$ cat src/sv/imft_ram.sv
// Generic single-write, single-read RAM with registered read data.
`default_nettype none

module imft_ram #(
  parameter int unsigned Width = 8,
  parameter int unsigned Depth = 16
) (
  input  wire logic                                 clk_i,
  input  wire logic                                 we_i,
  input  wire logic [((Depth > 1) ? $clog2(Depth) : 1)-1:0] waddr_i,
  input  wire logic [Width-1:0]                     wdata_i,
  input  wire logic [((Depth > 1) ? $clog2(Depth) : 1)-1:0] raddr_i,
  output logic      [Width-1:0]                     rdata_o
);

  logic [Width-1:0] mem_q [Depth];
  logic [Width-1:0] rdata_q;

  always_ff @(posedge clk_i) begin
    if (we_i) begin
      mem_q[waddr_i] <= wdata_i;
    end
    rdata_q <= mem_q[raddr_i];
  end

  assign rdata_o = rdata_q;

endmodule

`default_nettype wire

$ cat config.mk
export PLATFORM = sky130hd
export DESIGN_NAME = imft_ram
export DESIGN_NICKNAME = d
export VERILOG_FILES = /design/src/sv/imft_ram.sv
export SDC_FILE = /design/constraint.sdc
export NUM_CORES = 1
export LEC_CHECK = 0
export CAP_MARGIN = 20
export CORE_UTILIZATION = 40
export DETAILED_ROUTE_END_ITERATION = 6
export DONT_BUFFER_PORTS = 1
export PLACE_DENSITY = 0.54
export SLEW_MARGIN = 30
export SYNTH_ARGS = -nofsm -noshare
export SYNTH_HDL_FRONTEND = slang
export SYNTH_SLANG_ARGS = --single-unit
$ cat constraint.sdc
create_clock -name clk_i -period 1.8 [get_ports clk_i]
set_input_delay 0.18 -clock clk_i [delete_from_list [all_inputs] [get_ports clk_i]]
set_output_delay 0.18 -clock clk_i [all_outputs]
set_load 0.02 [all_outputs]
; ---- Word-level counts from Yosys, hierarchy flattened
; Memory sizes are Yosys's and may differ from the RTL's. A register that Yosys moved wholly into a read port is not among the register bits.
; Cells that the tools add are included.
[word_totals]
ff_bits = 0
ram_bits = 128
input_bits = 18
out_inout_bits = 8
n_memories = 1
[op_classes]
muxes = 2
[memory_table]
columns = name, depth, width, rd, rd_ports_with_merged_regs, wr, line_no
row1 = mem_q, 16, 8, 1, 1, 1, 16  ; logic [Width-1:0] mem_q [Depth];
[ops]
columns = cell, count
row1 = two-way mux 1 bit, 2

; ---- Longest topological paths before layout
[logic_depth]
word_depth = 2
depth_mapped = 5

; ---- Worst setup path before layout
; No wires, ideal clock.
[synth_timing]
kind = input -> register
start = input waddr_i[2] in the netlist's numbering
end = memory mem_q[0][0], enable pin
setup_time_ns = 0.383
arrival_ns = 1.290
setup_slack_ns = 0.127
cell_stages = 2
path_cell_list = or3b_2 > nor3_1
[synth_rtl]
columns = element, line_no
row1 = start: declaration, 10  ; input wire logic [((Depth > 1) ? $clog2(Depth) : 1)-1:0] waddr_i,
row2 = end: declaration, 16
; No word-level cell before the write port.

==> run_results.csv <==
group,metric,value,unit
outcome,status,"finished, final reports clean",
synthesis,synth_edf_count,128,
drt,vias_per_cell,5.24,
cells_and_area,fillers,1035,
clock_network,cts_resized,0,
worst_setup_path,crit_required,2090,ps
worst_hold_path,min_to,"rdata_o[2]",
cells_and_area,nets,282,
clock_network,cts_tree,"done",
cells_and_area,post_layout_nonfiller_instances,449,
sta,relSlewSlack,0.609,
sta,setup_viol,0,
worst_setup_path,max_stage_delay,530,ps
sta,rsz0062_at_grt,"false",
clock_network,cts_num_sinks,136,
sta,final_max_slew_viol_count,0,
floorplanning,core_area,12600,µm²
clock_network,worstSkewPairLatency,410,ps
floorplanning,ios,26,
synthesis,synth_area,5150,µm²
power,irDropWorstVdd,0.885,mV
cells_and_area,multi_input_area,1060,µm²
synthesis,yosys.area.top_type_share,0.747,
power,powerDensity,1230,nW/µm²
synthesis,ys_types,19,
floorplanning,die_area,13300,µm²
synthesis,ys_ff_latch,136,
clock_network,h-tree-depth,4,
cells_and_area,regArea,4000,µm²
placement,gp_congestion,0.690,
synthesis,yosys_warnings,0,
drt,vias,2354,
worst_hold_path,worstHoldStart,"raddr_i[1]",
floorplanning,placementRows,41,
floorplanning,die_w,115,µm
synthesis,syn_inst,229,
sta,setup_tns,0,ps
worst_setup_path,worst-path-buf-inv,0,
drt,wire_per_inst,22.0,µm
synthesis,synthFlopType,"edfxtp_1",
synthesis,synth_area_leader_cell,"edfxtp_1",
worst_setup_path,path_max_fanout,1,
worst_setup_path,crit_slowest_cell,"mux4_1",
synthesis,syn_nets,247,
floorplanning,die_h,115,µm
synthesis,async_flop_share,0,
clock_network,cts-root-buf,"clkbuf_16",
synthesis,synth_area_leaders,"edfxtp_1 75%, mux4_2 7.9%, mux4_1 7.1%",
worst_setup_path,r2r_slack,460,ps
sta,clock.fmax,746,MHz
synthesis,ys_seq_area_frac,0.778,
worst_setup_path,worstReg2RegStart,"mem_q[8][2]",
worst_setup_path,path_depth,3,
sta,period_share,0.745,
placement,dp_cells,409,
global_routing,grt_pass1_vias,2549,
clock_network,cts_buffer_depth,2,
job,max_cap_violations,0,
placement,portBuffers,0,
sta,period_needed,1340,ps
worst_setup_path,r2r_end,"rdata_o[2]",
worst_setup_path,path_cells,"mux4_1, a22oi_1, nand2_1",
synthesis,synth.avg_cell_area,22.5,µm²
worst_hold_path,worstHoldPathCells,3,
sta,setup_ws,459,ps
global_routing,grt_overflow,0,
clock_network,cts_buffers,17,
drt,remaining_drc_errors,0,
global_routing,grt_usage,0.169,
worst_setup_path,worstSetupEndpointType,"register",
worst_setup_path,setup.worst_path.class,"reg -> reg",
worst_setup_path,arrival,1630,ps
power,p_leak,0.00203,µW
sta,skew,6.27,ps
synthesis,synth_common_cells,"128 x edfxtp_1, 18 x mux4_2, 16 x a22oi_1",
global_routing,grt_pass1_wl,15.2,mm
global_routing,antenna_found_initial,0,
drt,firstDrtPassIters,4,
synthesis,synthMostInstantiatedCell,"edfxtp_1",
drt,drtAntennaViolNets,0,
global_routing,grt_max_degree,33,
cells_and_area,drive_above_1_share,0.235,
worst_setup_path,start_kind,"register",
placement,dpl.hpwl,5.92,mm
worst_hold_path,hold_path_class,"in -> reg",
worst_setup_path,r2r_cells,3,
cells_and_area,num_antenna_cells,0,
drt,initialDrtViolationCount,183,
worst_setup_path,critPathTopFamily,"multiplexers",
placement,place_ws,428,ps
floorplanning,start_util,0.410,
clock_network,clk_pin_slew,60,ps
sta,hold_viol_final,0,
cells_and_area,area_growth,19.0,%
drt,routed_wl,9.89,mm
sta,tightestPinTransition,585,ps
layout by cell type, fill, tap and decap left out, drive strengths merged, types with 5 or more instances in the layout:
cell / count
a22oi: 16
buf: 18
bufinv: 5
clkbuf: 17
clkinv: 8
dfxtp: 8
dlygate4sd3: 8
edfxtp: 128
mux4: 32
nand2: 9
nor2: 13
worst max path at each step:
stage	start	end
finish	mem_q[8][2]	rdata_o[2]
global route	mem_q[10][2]	rdata_o[2]
CTS	mem_q[10][2]	rdata_o[2]
detailed placement	mem_q[10][2]	rdata_o[2]
global placement	mem_q[9][2]	rdata_o[2]
floorplan	waddr_i[2]	mem_q[0][0]
worst register-to-register path, delay by kind of cell, from the launching register on:
| family | cells | cell delay, ps |
|---|---|---|
| AO/OA/AOI/OAI | 1 | 270 |
| flip-flops | 1 | 350 |
| multiplexers | 1 | 530 |
| AND/OR/NAND/NOR | 1 | 70 |
report_power, final:
group          internal [µW]  switching, µW  leakage [µW]
combinational            122            125      0.000500
sequential              3540           53.5       0.00122
clock                   2430           1250      0.000303
total                   6100           1430       0.00203
routing by layer:
layer,track usage,vias to the layer above,share of wire
met1,0.216,1246,0.45
met3,0.0575,8,0.049
met5,0,-,0
met2,0.275,59,0.49
li1,-,1041,-
met4,0.0545,0,0.0094
kinds of logic (layout without fill, tap and decap cells):
group / after synthesis / after routing / share of synthesized area
compound gates: 16 / 16 / 0.0233
buf+inv: 10 / 58 / 0.0168
flops: 136 / 136 / 0.778
mux: 32 / 32 / 0.150
simple gates: 35 / 35 / 0.0318
area by class of cell:
cell class                 count  share of cell area
multi-input combinational     83               0.173
sequential                   136               0.654
clock inverter                15              0.0339
tap                          172              0.0351
timing repair buffer          26              0.0351
clock buffer                  17              0.0695
stage by stage:
stage	area (µm²)	hold slack, ps	utilization	power, µW
after floorplan	5150	279	-	3830
after global placement	5410	280	0.431	3860
after detailed placement	5410	280	0.431	3860
after CTS	6120	61.6	0.487	7570
after global routing	6120	94.2	0.487	7740
final	6120	96.2	0.487	7530
flip-flops by register name, indices dropped and copies added, names as in the netlist:
| register | flops |
|---|---|
| mem_q | 128 |
| rdata_o | 8 |
what timing repair did:
action                                 4_1_cts  5_1_grt
hold buffers                                 8        0
endpoints found under the hold margin      128        0
buffers inserted                             0        0
Power figures use the tool's default switching activity.
